==> config.mk <==
export PLATFORM = sky130hd
export DESIGN_NAME = primitive_pythagorean_triple_gen_core
export DESIGN_NICKNAME = d
export VERILOG_FILES = /design/src/hdl/pptg_pkg.sv /design/src/hdl/pptg_seq.sv /design/src/hdl/pptg_dp.sv /design/src/hdl/primitive_pythagorean_triple_gen_core.sv
export SDC_FILE = /design/constraint.sdc
export NUM_CORES = 2
export LEC_CHECK = 0
export ABC_AREA = 1
export ABC_CLOCK_PERIOD_IN_PS = 7400
export BUFFER_PORTS_ARGS = -buffer_cell sky130_fd_sc_hd__clkbuf_2
export CELL_PAD_IN_SITES_DETAIL_PLACEMENT = 1
export CELL_PAD_IN_SITES_GLOBAL_PLACEMENT = 1
export CORE_MARGIN = 4
export CORE_UTILIZATION = 44
export DETAILED_ROUTE_END_ITERATION = 6
export PLACE_DENSITY_LB_ADDON = 0.1
export SETUP_SLACK_MARGIN = 0.5
export SLEW_MARGIN = 25
export SYNTH_ARGS = -nofsm -noshare
export SYNTH_HDL_FRONTEND = slang
export SYNTH_HIERARCHICAL = 1
export SYNTH_SLANG_ARGS = --single-unit
==> constraint.sdc <==
create_clock -name i_clk -period 7.4 [get_ports i_clk]
set_input_delay 1.48 -clock i_clk [delete_from_list [all_inputs] [get_ports i_clk]]
set_output_delay 1.48 -clock i_clk [all_outputs]
set_load 0.1 [all_outputs]
==> src/hdl/pptg_pkg.sv <==
// Package for the primitive Pythagorean triple generator.
// Holds widths, the limit mask, control codes, the microcode ROM and the
// structs passed between the sequencer and the datapath. No dependencies.
`default_nettype none

package pptg_pkg;

    // Width of the limit as used by the search (low bits of the register).
    localparam int LIMIT_BITS = 32;
    localparam int LIM_W      = 32;
    localparam logic [LIM_W-1:0] LIMIT_MASK =
        (LIMIT_BITS >= LIM_W) ? {LIM_W{1'b1}} :
        LIM_W'((64'd1 << LIMIT_BITS) - 64'd1);

    localparam int V_W    = 16;   // outer value v, never above 46341
    localparam int U_W    = 17;   // inner value u, never above 65536
    localparam int PROD_W = 2 * U_W;
    localparam int SIDE_W = 32;

    // Datapath actions, one per microcode step.
    typedef enum logic [3:0] {
        ACT_NOP,
        ACT_MUL_VV,
        ACT_MUL_UU,
        ACT_ADV_U,
        ACT_GCD_STEP,
        ACT_MUL_UV,
        ACT_EMIT_FOUND,
        ACT_SET_EXH,
        ACT_NEXT_V,
        ACT_EMIT_NONE
    } t_act;

    // Jump conditions.
    typedef enum logic [3:0] {
        COND_NEVER,
        COND_ALWAYS,
        COND_EXH,
        COND_V_OVER,
        COND_U_OVER,
        COND_PARITY,
        COND_GCD_BUSY,
        COND_NOT_COPRIME,
        COND_OUT_BLOCKED
    } t_cond;

    typedef enum logic {
        SEQ_IDLE,
        SEQ_RUN
    } t_seq_state;

    typedef logic [3:0] t_pc;

    // Program addresses.
    localparam t_pc PC_CHK  = 4'd0;
    localparam t_pc PC_VV   = 4'd1;
    localparam t_pc PC_TV   = 4'd2;
    localparam t_pc PC_UU   = 4'd3;
    localparam t_pc PC_TU   = 4'd4;
    localparam t_pc PC_ADV  = 4'd5;
    localparam t_pc PC_GCD  = 4'd6;
    localparam t_pc PC_COP  = 4'd7;
    localparam t_pc PC_UV   = 4'd8;
    localparam t_pc PC_EMT  = 4'd9;
    localparam t_pc PC_SETX = 4'd10;
    localparam t_pc PC_NXV  = 4'd11;
    localparam t_pc PC_NF   = 4'd12;
    localparam t_pc PC_LAST = PC_NF;

    typedef struct packed {
        t_act  act;
        t_cond cond;
        t_pc   target;
        logic  last;     // end of request when the jump is not taken
    } t_uop;

    // Status flags from the datapath, tested by the jump conditions.
    typedef struct packed {
        logic exh;
        logic v_over;
        logic u_over;
        logic parity;
        logic gcd_busy;
        logic not_coprime;
        logic out_blocked;
    } t_flags;

    function automatic t_uop uop_rom(input t_pc pc);
        t_uop w;
        case (pc)
            PC_CHK:  w = '{ACT_NOP,        COND_EXH,         PC_NF,   1'b0};
            PC_VV:   w = '{ACT_MUL_VV,     COND_NEVER,       PC_CHK,  1'b0};
            PC_TV:   w = '{ACT_NOP,        COND_V_OVER,      PC_SETX, 1'b0};
            PC_UU:   w = '{ACT_MUL_UU,     COND_NEVER,       PC_CHK,  1'b0};
            PC_TU:   w = '{ACT_NOP,        COND_U_OVER,      PC_NXV,  1'b0};
            PC_ADV:  w = '{ACT_ADV_U,      COND_PARITY,      PC_UU,   1'b0};
            PC_GCD:  w = '{ACT_GCD_STEP,   COND_GCD_BUSY,    PC_GCD,  1'b0};
            PC_COP:  w = '{ACT_NOP,        COND_NOT_COPRIME, PC_UU,   1'b0};
            PC_UV:   w = '{ACT_MUL_UV,     COND_NEVER,       PC_CHK,  1'b0};
            PC_EMT:  w = '{ACT_EMIT_FOUND, COND_OUT_BLOCKED, PC_EMT,  1'b1};
            PC_SETX: w = '{ACT_SET_EXH,    COND_ALWAYS,      PC_NF,   1'b0};
            PC_NXV:  w = '{ACT_NEXT_V,     COND_ALWAYS,      PC_VV,   1'b0};
            PC_NF:   w = '{ACT_EMIT_NONE,  COND_OUT_BLOCKED, PC_NF,   1'b1};
            default: w = '{ACT_NOP,        COND_NEVER,       PC_CHK,  1'b1};
        endcase
        return w;
    endfunction

endpackage

`default_nettype wire

==> src/hdl/pptg_seq.sv <==
// Microcode sequencer: step counter, ROM read and conditional jumps.
// Depends on pptg_pkg for the ROM, the action and condition codes.
`default_nettype none

module pptg_seq (
    input  wire logic              i_clk,
    input  wire logic              i_rst_n,
    input  wire logic              i_start,
    input  wire pptg_pkg::t_flags  i_flags,
    output pptg_pkg::t_act         o_act,
    output logic                   o_busy
);

    pptg_pkg::t_seq_state r_state, n_state;
    pptg_pkg::t_pc        r_pc, n_pc;
    pptg_pkg::t_uop       w_uop;
    logic                 w_taken;

    always_ff @(posedge i_clk) begin
        if (!i_rst_n) begin
            r_state <= pptg_pkg::SEQ_IDLE;
            r_pc    <= pptg_pkg::PC_CHK;
        end else begin
            r_state <= n_state;
            r_pc    <= n_pc;
        end
    end

    always_comb begin
        w_uop = pptg_pkg::uop_rom(r_pc);
        case (w_uop.cond)
            pptg_pkg::COND_NEVER:       w_taken = 1'b0;
            pptg_pkg::COND_ALWAYS:      w_taken = 1'b1;
            pptg_pkg::COND_EXH:         w_taken = i_flags.exh;
            pptg_pkg::COND_V_OVER:      w_taken = i_flags.v_over;
            pptg_pkg::COND_U_OVER:      w_taken = i_flags.u_over;
            pptg_pkg::COND_PARITY:      w_taken = i_flags.parity;
            pptg_pkg::COND_GCD_BUSY:    w_taken = i_flags.gcd_busy;
            pptg_pkg::COND_NOT_COPRIME: w_taken = i_flags.not_coprime;
            pptg_pkg::COND_OUT_BLOCKED: w_taken = i_flags.out_blocked;
            default:                    w_taken = 1'b0;
        endcase
    end

    always_comb begin
        n_state = r_state;
        n_pc    = r_pc;
        o_act   = pptg_pkg::ACT_NOP;
        case (r_state)
            pptg_pkg::SEQ_IDLE: begin
                if (i_start) begin
                    n_state = pptg_pkg::SEQ_RUN;
                    n_pc    = pptg_pkg::PC_CHK;
                end
            end
            pptg_pkg::SEQ_RUN: begin
                o_act = w_uop.act;
                if (w_taken) begin
                    n_pc = w_uop.target;
                end else if (w_uop.last) begin
                    n_state = pptg_pkg::SEQ_IDLE;
                end else begin
                    n_pc = pptg_pkg::t_pc'(r_pc + 4'd1);
                end
            end
            default: begin
                n_state = pptg_pkg::SEQ_IDLE;
            end
        endcase
    end

    assign o_busy = (r_state == pptg_pkg::SEQ_RUN);

    a_pc_in_program: assert property (@(posedge i_clk) disable iff (!i_rst_n)
        (r_state == pptg_pkg::SEQ_RUN) |-> (r_pc <= pptg_pkg::PC_LAST))
        else $error("step counter left the program");

    a_start_when_idle: assert property (@(posedge i_clk) disable iff (!i_rst_n)
        i_start |-> (r_state == pptg_pkg::SEQ_IDLE))
        else $error("request started while the sequencer was busy");

    a_emit_ends: assert property (@(posedge i_clk) disable iff (!i_rst_n)
        ((r_state == pptg_pkg::SEQ_RUN) && (w_uop.act == pptg_pkg::ACT_EMIT_FOUND)
         && !i_flags.out_blocked) |=> (r_state == pptg_pkg::SEQ_IDLE))
        else $error("sequencer did not finish after emitting a triple");

endmodule

`default_nettype wire

==> src/hdl/pptg_dp.sv <==
// Datapath: pair registers, shared multiplier, binary gcd, bound tests
// and the output register. Depends on pptg_pkg; driven by pptg_seq.
`default_nettype none

module pptg_dp (
    input  wire logic                        i_clk,
    input  wire logic                        i_rst_n,
    input  wire logic                        i_start,
    input  wire logic                        i_restart,
    input  wire logic                        i_cfg_we,
    input  wire logic [pptg_pkg::LIM_W-1:0]  i_cfg_wdata,
    input  wire pptg_pkg::t_act              i_act,
    output pptg_pkg::t_flags                 o_flags,
    input  wire logic                        i_out_stall,
    output logic                             o_out_valid,
    output logic [pptg_pkg::SIDE_W-1:0]      o_side_a,
    output logic [pptg_pkg::SIDE_W-1:0]      o_side_b,
    output logic [pptg_pkg::SIDE_W-1:0]      o_side_c,
    output logic                             o_found
);

    localparam int V_W    = pptg_pkg::V_W;
    localparam int U_W    = pptg_pkg::U_W;
    localparam int PROD_W = pptg_pkg::PROD_W;
    localparam int LIM_W  = pptg_pkg::LIM_W;
    localparam int SIDE_W = pptg_pkg::SIDE_W;

    // Control state
    logic [LIM_W-1:0]  r_limit, n_limit;
    logic [V_W-1:0]    r_v, n_v;
    logic [U_W-1:0]    r_u, n_u;
    logic              r_exh, n_exh;
    logic              r_out_valid, n_out_valid;

    // Working and result registers
    logic [2*V_W-1:0]  r_sq_v, n_sq_v;
    logic [PROD_W-1:0] r_sq_u, n_sq_u;
    logic [U_W-1:0]    r_tu, n_tu;
    logic [U_W-1:0]    r_gx, n_gx;
    logic [U_W-1:0]    r_gy, n_gy;
    logic [SIDE_W-1:0] r_p, n_p;
    logic [SIDE_W-1:0] r_a, n_a;
    logic [SIDE_W-1:0] r_c, n_c;
    logic [SIDE_W-1:0] r_side_a, n_side_a;
    logic [SIDE_W-1:0] r_side_b, n_side_b;
    logic [SIDE_W-1:0] r_side_c, n_side_c;
    logic              r_found, n_found;

    logic [U_W-1:0]    w_opa, w_opb;
    logic [PROD_W-1:0] w_prod;
    logic [PROD_W:0]   w_usum;
    logic [SIDE_W-1:0] w_b;
    logic              w_blocked;

    // Shared multiplier; its product is registered by every step that uses it.
    always_comb begin
        case (i_act)
            pptg_pkg::ACT_MUL_VV: begin
                w_opa = {1'b0, r_v};
                w_opb = {1'b0, r_v};
            end
            pptg_pkg::ACT_MUL_UU: begin
                w_opa = r_u;
                w_opb = r_u;
            end
            default: begin
                w_opa = r_tu;
                w_opb = {1'b0, r_v};
            end
        endcase
        w_prod = PROD_W'(w_opa) * PROD_W'(w_opb);
    end

    assign w_usum    = {1'b0, r_sq_u} + (PROD_W+1)'(r_sq_v);
    assign w_blocked = r_out_valid && i_out_stall;
    assign w_b       = {r_p[SIDE_W-2:0], 1'b0};

    always_comb begin
        o_flags.exh         = r_exh;
        o_flags.v_over      = {r_sq_v, 1'b0} > (2*V_W+1)'(r_limit);
        o_flags.u_over      = w_usum > (PROD_W+1)'(r_limit);
        o_flags.parity      = (r_u[0] == r_v[0]);
        o_flags.gcd_busy    = (r_gx != '0) && (r_gy != '0);
        o_flags.not_coprime = ((r_gx | r_gy) != U_W'(1));
        o_flags.out_blocked = w_blocked;
    end

    always_comb begin
        n_limit     = r_limit;
        n_v         = r_v;
        n_u         = r_u;
        n_exh       = r_exh;
        n_out_valid = r_out_valid && i_out_stall;
        n_sq_v      = r_sq_v;
        n_sq_u      = r_sq_u;
        n_tu        = r_tu;
        n_gx        = r_gx;
        n_gy        = r_gy;
        n_p         = r_p;
        n_a         = r_a;
        n_c         = r_c;
        n_side_a    = r_side_a;
        n_side_b    = r_side_b;
        n_side_c    = r_side_c;
        n_found     = r_found;

        if (i_cfg_we) begin
            n_limit = i_cfg_wdata & pptg_pkg::LIMIT_MASK;
        end
        if (i_start && i_restart) begin
            n_v   = V_W'(1);
            n_u   = U_W'(2);
            n_exh = 1'b0;
        end

        case (i_act)
            pptg_pkg::ACT_MUL_VV: begin
                n_sq_v = w_prod[2*V_W-1:0];
            end
            pptg_pkg::ACT_MUL_UU: begin
                n_sq_u = w_prod;
            end
            pptg_pkg::ACT_ADV_U: begin
                n_tu = r_u;
                n_gx = r_u;
                n_gy = {1'b0, r_v};
                n_u  = U_W'(r_u + U_W'(1));
            end
            pptg_pkg::ACT_GCD_STEP: begin
                // binary gcd; a common factor of two is already ruled out
                if ((r_gx != '0) && (r_gy != '0)) begin
                    if (!r_gx[0]) begin
                        n_gx = r_gx >> 1;
                    end else if (!r_gy[0]) begin
                        n_gy = r_gy >> 1;
                    end else if (r_gx >= r_gy) begin
                        n_gx = r_gx - r_gy;
                    end else begin
                        n_gy = r_gy - r_gx;
                    end
                end
            end
            pptg_pkg::ACT_MUL_UV: begin
                n_p = w_prod[SIDE_W-1:0];
                n_a = SIDE_W'(r_sq_u - PROD_W'(r_sq_v));
                n_c = w_usum[SIDE_W-1:0];
            end
            pptg_pkg::ACT_EMIT_FOUND: begin
                if (!w_blocked) begin
                    n_out_valid = 1'b1;
                    n_found     = 1'b1;
                    n_side_c    = r_c;
                    if (r_a > w_b) begin
                        n_side_a = w_b;
                        n_side_b = r_a;
                    end else begin
                        n_side_a = r_a;
                        n_side_b = w_b;
                    end
                end
            end
            pptg_pkg::ACT_SET_EXH: begin
                n_exh = 1'b1;
            end
            pptg_pkg::ACT_NEXT_V: begin
                n_v = V_W'(r_v + V_W'(1));
                n_u = U_W'({1'b0, r_v} + U_W'(2));
            end
            pptg_pkg::ACT_EMIT_NONE: begin
                if (!w_blocked) begin
                    n_out_valid = 1'b1;
                    n_found     = 1'b0;
                    n_side_a    = '0;
                    n_side_b    = '0;
                    n_side_c    = '0;
                end
            end
            default: begin
            end
        endcase
    end

    always_ff @(posedge i_clk) begin
        if (!i_rst_n) begin
            r_limit     <= '0;
            r_v         <= V_W'(1);
            r_u         <= U_W'(2);
            r_exh       <= 1'b0;
            r_out_valid <= 1'b0;
        end else begin
            r_limit     <= n_limit;
            r_v         <= n_v;
            r_u         <= n_u;
            r_exh       <= n_exh;
            r_out_valid <= n_out_valid;
        end
    end

    always_ff @(posedge i_clk) begin
        r_sq_v   <= n_sq_v;
        r_sq_u   <= n_sq_u;
        r_tu     <= n_tu;
        r_gx     <= n_gx;
        r_gy     <= n_gy;
        r_p      <= n_p;
        r_a      <= n_a;
        r_c      <= n_c;
        r_side_a <= n_side_a;
        r_side_b <= n_side_b;
        r_side_c <= n_side_c;
        r_found  <= n_found;
    end

    assign o_out_valid = r_out_valid;
    assign o_side_a    = r_side_a;
    assign o_side_b    = r_side_b;
    assign o_side_c    = r_side_c;
    assign o_found     = r_found;

    a_legs_ordered: assert property (@(posedge i_clk) disable iff (!i_rst_n)
        (r_out_valid && r_found) |-> (r_side_a <= r_side_b))
        else $error("legs of a found triple are out of order");

    a_none_is_zero: assert property (@(posedge i_clk) disable iff (!i_rst_n)
        (r_out_valid && !r_found) |->
        ((r_side_a == '0) && (r_side_b == '0) && (r_side_c == '0)))
        else $error("not-found result carries non-zero sides");

    a_u_above_v: assert property (@(posedge i_clk) disable iff (!i_rst_n)
        r_u > {1'b0, r_v})
        else $error("inner value fell to or below outer value");

endmodule

`default_nettype wire

==> src/hdl/primitive_pythagorean_triple_gen_core.sv <==
// Top level of the primitive Pythagorean triple generator.
// Instantiates pptg_seq (microcode sequencer) and pptg_dp (datapath); uses pptg_pkg.
//
// Input channel (i_in_valid / o_in_stall / i_restart): each request asks for the
// next primitive triple with every side at most the limit; i_restart restarts the
// walk at v=1, u=2, otherwise carry on from the stored pair.
// Output channel (o_out_valid / i_out_stall): one result per request; o_found = 1
// gives legs a <= b and hypotenuse c, o_found = 0 means the walk ran out and the
// sides are zero until a restart. i_cfg_we writes i_cfg_wdata into the limit;
// write only while idle.
// One request at a time: o_in_stall is high while the sequencer runs. A request
// checks the exhausted flag, squares v and tests the v bound, then squares u and
// tests the u bound; a pair of equal parity is dropped, a pair past the u bound
// moves to the next outer value, and any other pair runs the binary gcd one step
// at a time; a coprime pair forms the sides and is emitted, and the result is
// valid the cycle after the emit. The multiplier is shared, one product per step.
// Reset clears the limit to 0 and the walk to v=1, u=2. A result waits in the
// output register while i_out_stall is high; a new request may still be taken,
// and its search runs until it must emit, then holds.
`default_nettype none

module primitive_pythagorean_triple_gen_core (
    input  wire logic                        i_clk,
    input  wire logic                        i_rst_n,
    // request channel
    input  wire logic                        i_in_valid,
    output logic                             o_in_stall,
    input  wire logic                        i_restart,
    // result channel
    output logic                             o_out_valid,
    input  wire logic                        i_out_stall,
    output logic [pptg_pkg::SIDE_W-1:0]      o_side_a,
    output logic [pptg_pkg::SIDE_W-1:0]      o_side_b,
    output logic [pptg_pkg::SIDE_W-1:0]      o_side_c,
    output logic                             o_found,
    // limit register
    input  wire logic                        i_cfg_we,
    input  wire logic [pptg_pkg::LIM_W-1:0]  i_cfg_wdata
);

    logic              w_busy;
    logic              w_start;
    pptg_pkg::t_act    w_act;
    pptg_pkg::t_flags  w_flags;

    // Take a request only while the sequencer is idle.
    assign o_in_stall = w_busy;
    assign w_start    = i_in_valid && !w_busy;

    pptg_seq u_seq (
        .i_clk   (i_clk),
        .i_rst_n (i_rst_n),
        .i_start (w_start),
        .i_flags (w_flags),
        .o_act   (w_act),
        .o_busy  (w_busy)
    );

    pptg_dp u_dp (
        .i_clk       (i_clk),
        .i_rst_n     (i_rst_n),
        .i_start     (w_start),
        .i_restart   (i_restart),
        .i_cfg_we    (i_cfg_we),
        .i_cfg_wdata (i_cfg_wdata),
        .i_act       (w_act),
        .o_flags     (w_flags),
        .i_out_stall (i_out_stall),
        .o_out_valid (o_out_valid),
        .o_side_a    (o_side_a),
        .o_side_b    (o_side_b),
        .o_side_c    (o_side_c),
        .o_found     (o_found)
    );

endmodule

`default_nettype wire
# Word level (Yosys, flattened, before mapping)
# Memories as Yosys holds them, arrays and structs flattened. A register that Yosys moved wholly into a read port is not among the register bits.
# Cells that the tools add are included.
# Widths: inputs -> output; s select.
# word_totals
word_cells	127
n_memories	1
mem_bits_ro	208
latchBits	0
reg_bits	381
mem_bits_rw	0
output_inout_bits	99
# mem_list
memory	depth	width	read_ports	rd_ports_with_merged_regs	wr	line	text
(name not given)	16	13	1	1	0	pptg_pkg.sv:90	case (pc)
# classes
multipliers	1
shifts	0
n_lt_le_gt_ge	4
n_div	0
addsub	8
eq_ne	28
bitwise	2
n_reduce_logical	19
mux	43
# ops
operator	count
$mux 32	6
$pmux 32 s2	3
$mux 17	10
$pmux 17 s2	4
$add 34x32->35	1
$gt 35x32->1	1
$mul 17x17->34	1
$reduce_bool 17->1	2
$sub 17x17->17	2
$gt 33x32->1	1
$eq 4x3->1 const B	8
$gt 32x32->1	1
$mux 16	2
$sub 32x32->32	1
$mux 4	6
$add 16x2->17 const B	1
$add 17x1->17 const B	1
$ge 17x17->1	1
$ne 17x1->1 const B	1
$or 17x17->17	1
$add 16x1->16 const B	1
$eq 4x2->1 const B	4
$eq 4x4->1 const B	3
$ne 3x3->1 const B	4
18 further kinds	39

# Depth between registers and ports, before layout
# logic_depth
depth_word	7
mapped_depth	40
mapped_depth_nobuf	39

# Hierarchy
# Netlist, hierarchy kept.
# modules_own_cells
mod	n_inst	seq_area_each_um2	cells_each	area_per_inst_um2
pptg_dp	1	10590.2	3885	33154.3
pptg_seq	1	360.3	161	1158.6
primitive_pythagorean_triple_gen_core	1	0.0	2	10.0

# Least setup slack after synthesis
# Ideal clock, no wire load.
# synth_timing
path_type	reg2reg
startpoint	reg u_seq.r_state (netlist: u_seq/o_busy)
endpoint	reg u_dp.r_p[29] (data pin)
path_buffers	3
arrival_ns	7.553
period_less_slack_ns	7.820
stages_incl_launch_ff	33
path_slack_ns	-0.420
setup_ns	0.266
cell_sequence	dfxtp_1 > clkbuf_1 > nand2_1 > inv_1 > inv_2 > nor2_2 > nand2_2 > inv_2 > nor2_4 > buf_6 > a21oi_1 > buf_2 > nor2_1 > fa_1 > inv_1 > fa_1 > inv_1 > fa_1 > fa_1 > fa_1 > inv_1 > fa_1 > inv_1 > ha_1 > a21oi_1 > o21ai_0 > a21oi_1 > nand3_1 > nand2_1 > nand3_1 > nand2_1 > nand2_1 > xor2_1
# synth_between
elab_chain_len	4
word_cells_on_any_way	6
# synth_lines
element	line	text
start, declared	pptg_seq.sv:14	pptg_pkg::t_seq_state r_state, n_state;
start signal, assigned	pptg_seq.sv:21	r_state <= pptg_pkg::SEQ_IDLE;
start signal, assigned	pptg_seq.sv:24	r_state <= n_state;
$mux 4 (*)	pptg_seq.sv:49	case (r_state)
named net w_act[1]	primitive_pythagorean_triple_gen_core.sv:43	pptg_pkg::t_act w_act;
$eq 4x2->1 / $eq 4x1->1 (equally long branches)	pptg_dp.sv:57	case (i_act)
$pmux 17 s2 / $mux 17 (equally long branches)	pptg_dp.sv:57	
$mul 17x17->34 (*)	pptg_dp.sv:71	w_prod = PROD_W'(w_opa) * PROD_W'(w_opb);
named net u_dp.w_prod[29]	pptg_dp.sv:50	logic [PROD_W-1:0] w_prod;
end signal, assigned	pptg_dp.sv:205	r_p <= n_p;
end, declared	pptg_dp.sv:41	logic [SIDE_W-1:0] r_p, n_p;
# The timed path passes the listed nets; every way through them passes the cells marked *.
# A chain may end at the register's enable or synchronous reset.

# Worst setup path after layout
# layout_timing
startpoint	reg u_seq.r_state (netlist: u_seq/o_busy)
endpoint	reg u_dp.r_sq_u[30] (data pin)
# layout_between
elab_chain_len	4
word_cells_on_any_way	6
# layout_lines
element	line	text
$mux 4 (*)	pptg_seq.sv:49	
named net w_act[1]	primitive_pythagorean_triple_gen_core.sv:43	
$eq 4x2->1 / $eq 4x1->1 (equally long branches)	pptg_dp.sv:57	
$pmux 17 s2 / $mux 17 (equally long branches)	pptg_dp.sv:57	
$mul 17x17->34 (*)	pptg_dp.sv:71	
named net u_dp.w_prod[30]	pptg_dp.sv:50	
end signal, assigned	pptg_dp.sv:201	r_sq_u <= n_sq_u;
end, declared	pptg_dp.sv:37	logic [PROD_W-1:0] r_sq_u, n_sq_u;
# Marks and branches as above.

==> results.sh <==
export IMPL_syn_cell_area_sq_um=34300
export IMPL_path_delay_family="adder cells"
export IMPL_final_cell_mix="inv_1, nand2_1, nor2_1, ha_1, edfxtp_1"
export IMPL_nFillCells=9303
export IMPL_synth_edf_count=308
export IMPL_fin_nets=4843
export IMPL_remaining_drc_errors=0
export IMPL_max_slew_worst_pin_slew_ns=0.922
export IMPL_pin_count=137
export IMPL_drive_gt1_share_pct=14.3
export IMPL_final_common_cell="inv_1"
export IMPL_htreeDepth=2
export IMPL_dr_total_vias=28248
export IMPL_worstPathMaxFanout=9
export IMPL_pre_cts_ws_ns=0.218
export IMPL_synth_area_leaders="edfxtp_1, fa_1, ha_1"
export IMPL_power_leakage_nw=18.1
export IMPL_rsz0062_at_grt="yes"
export IMPL_avgViaCountPerCell=5.29
export IMPL_fin_crit_ns=6.75
export IMPL_syn_nets=4634
export IMPL_ir_worst_vdd_v=0.000181
export IMPL_cts_buffer_depth=3
export IMPL_final_setup_worst_slack_ns=0.655
export IMPL_p_per_area_nw_per_um2=147
export IMPL_cp_start_kind="flop"
export IMPL_syn_area_per_cell_sq_um=8.48
export IMPL_antenna_found_initial=1
export IMPL_multi_input_area_sq_um=20500
export IMPL_ys_seq_area_share_pct=31.9
export IMPL_grt_max_degree=125
export IMPL_gp_congestion=0.936
export IMPL_fin_setup_tns_ns=0
export IMPL_ant_nets=0
export IMPL_async_flop_share_pct=0
export IMPL_clkLatencyLatePin_ns=0.62
export IMPL_crit_path_end_kind="flop"
export IMPL_hold_viol=0
export IMPL_grt_pass1_wl_um=173000
export IMPL_clkSinkCount=393
export IMPL_hold_class="flop to flop"
export IMPL_fmax_mhz=148
export IMPL_rows=102
export IMPL_track_usage_pct=27.3
export IMPL_yosysWarnings=6
export IMPL_critPathMaxStageDelay_ns=0.59
export IMPL_start_util_pct=44.4
export IMPL_core_sq_um=77300
export IMPL_period_share_pct=91.2
export IMPL_wire_per_inst_um=21.4
export IMPL_wl_um=114000
export IMPL_yosys_area_top_type="edfxtp_1"
export IMPL_fin_skew_ns=0.0738
export IMPL_cap_violations=0
export IMPL_required_ns=7.69
export IMPL_path_clk_slew_ns=0.05
export IMPL_port_buffers=136
export IMPL_setup_viol_count_final=0
export IMPL_detail_route_first_pass_iterations=6
export IMPL_status="finished clean"
export IMPL_crit_top_cell="nand2_1"
export IMPL_crit_arrival_ns=7.04
export IMPL_synth_seq_cells=393
export IMPL_area_delta_synth_final_pct=14.4
export IMPL_area_sequential_sq_um=11000
export IMPL_synth_top_area_share_pct=26.9
export IMPL_dp_hpwl_um=91900
export IMPL_die_w_um=287
export IMPL_synth_cell_type_count=65
export IMPL_cts_tree="done"
export IMPL_syn_inst=4048
export IMPL_grt_pass1_vias=29523
export IMPL_initialDrtViolationCount=1648
export IMPL_slew_headroom_pct=38.1
export IMPL_clockRootBuffer="clkbuf_16"
export IMPL_die_area_sq_um=82500
export IMPL_crit_slowest_cell="fa_1"
export IMPL_synth_ff_type="edfxtp_1"
export IMPL_n_antenna_cell=0
export IMPL_grt_overflow=0
export IMPL_cts_buffers=47
export IMPL_path_class="flop to flop"
export IMPL_crit_buf_inv=8
export IMPL_final_core_util_pct=50.8
export IMPL_drv_slew=0
export IMPL_die_h_um=287
[what timing repair did]
| action | in CTS | in global routing |
|---|---|---|
| cloned | 0 | 5 |
| hold buffers | 0 | 0 |
| buffers inserted | 30 | 46 |
| setup endpoints to repair | 40 | 58 |
| pin swaps | 10 | 45 |
| gates resized for setup | 36 | 116 |
[cells by family after synthesis]
kind of cell,share of synthesized area [%]
AOI/OAI and AO/OA,10.8
and+or+nand+nor,19.1
buffers and inverters,10.3
DFF,31.9
xor gates and xnor gates,2.91
adders and majority gates,25.0
[metal layers]
metal	share of wire, %	track usage, %	wire length (um)
met1	42	34.0	47600
met2	52	50.5	59400
met3	3.6	2.66	4130
met4	2.8	7.16	3200
met5	0	0	0
[registers in the layout (all words and copies together), names as in the netlist, 32 cells and up]
register / count
u_dp/o_side_b: 32
u_dp/o_side_a: 32
u_dp/r_a: 32
u_dp/r_sq_u: 34
u_dp/r_sq_v: 32
u_dp/r_limit: 32
u_dp/o_side_c: 32
[final timing paths]
check / startpoint / endpoint / slack [ns] / cells after the start
setup reg to reg: u_seq/o_busy / u_dp/r_sq_u[30] / 0.65 / 30
hold / removal: u_dp/r_exh / u_dp/r_exh / 0.47 / 2
setup / recovery: u_seq/o_busy / u_dp/r_sq_u[30] / 0.65 / 30
hold reg to reg: u_dp/r_exh / u_dp/r_exh / 0.47 / 2
[power by group]
group	internal (mW)	total, mW	switching, mW
combinational	0.331	1.01	0.676
clock	1.31	2.29	0.975
sequential	2.44	2.48	0.0414
total	4.08	5.78	1.69
[layout make-up]
class                      instances  area share [%]
timing repair buffer             277            5.05
clock inverter                    26           0.637
inverter                         778            7.69
clock buffer                      62            3.29
timing repair inverter             2          0.0382
multi-input combinational       2758            52.1
tap                             1040            3.31
sequential                       393            27.9
[synthesized netlist by cell type (20+ instances only)]
| master | number |
|---|---|
| a21o_1 | 20 |
| a21oi_1 | 223 |
| a21oi_2 | 29 |
| a31oi_1 | 21 |
| buf_2 | 53 |
| clkbuf_1 | 44 |
| dfxtp_1 | 85 |
| edfxtp_1 | 308 |
| fa_1 | 228 |
| ha_1 | 320 |
| inv_1 | 729 |
| inv_2 | 43 |
| nand2_1 | 699 |
| nand3_1 | 193 |
| nand4_1 | 99 |
| nor2_1 | 385 |
| nor3_1 | 36 |
| o211ai_1 | 21 |
| o21ai_0 | 139 |
| o21bai_1 | 35 |
| o22ai_1 | 22 |
| xnor2_1 | 20 |
| xor2_1 | 94 |
[worst min-delay path, delay by kind of cell (launching register included)]
family	cells	cell delay, ns
DFF	1	0.31
AOI/OAI and AO/OA	1	0.06
and+or+nand+nor	1	0.06
[stage by stage]
stage	total power, mW	hold slack [ns]	cells	cell area, sq um
after floorplan	3.15	0.444	4048	34500
after global placement	3.45	0.458	5166	36400
after detailed placement	3.47	0.464	5166	36400
after CTS	5.79	0.473	5284	38300
after global routing	6.06	0.506	5336	39300
final	5.78	0.468	5336	39300
Power figures use the tool's default switching activity.
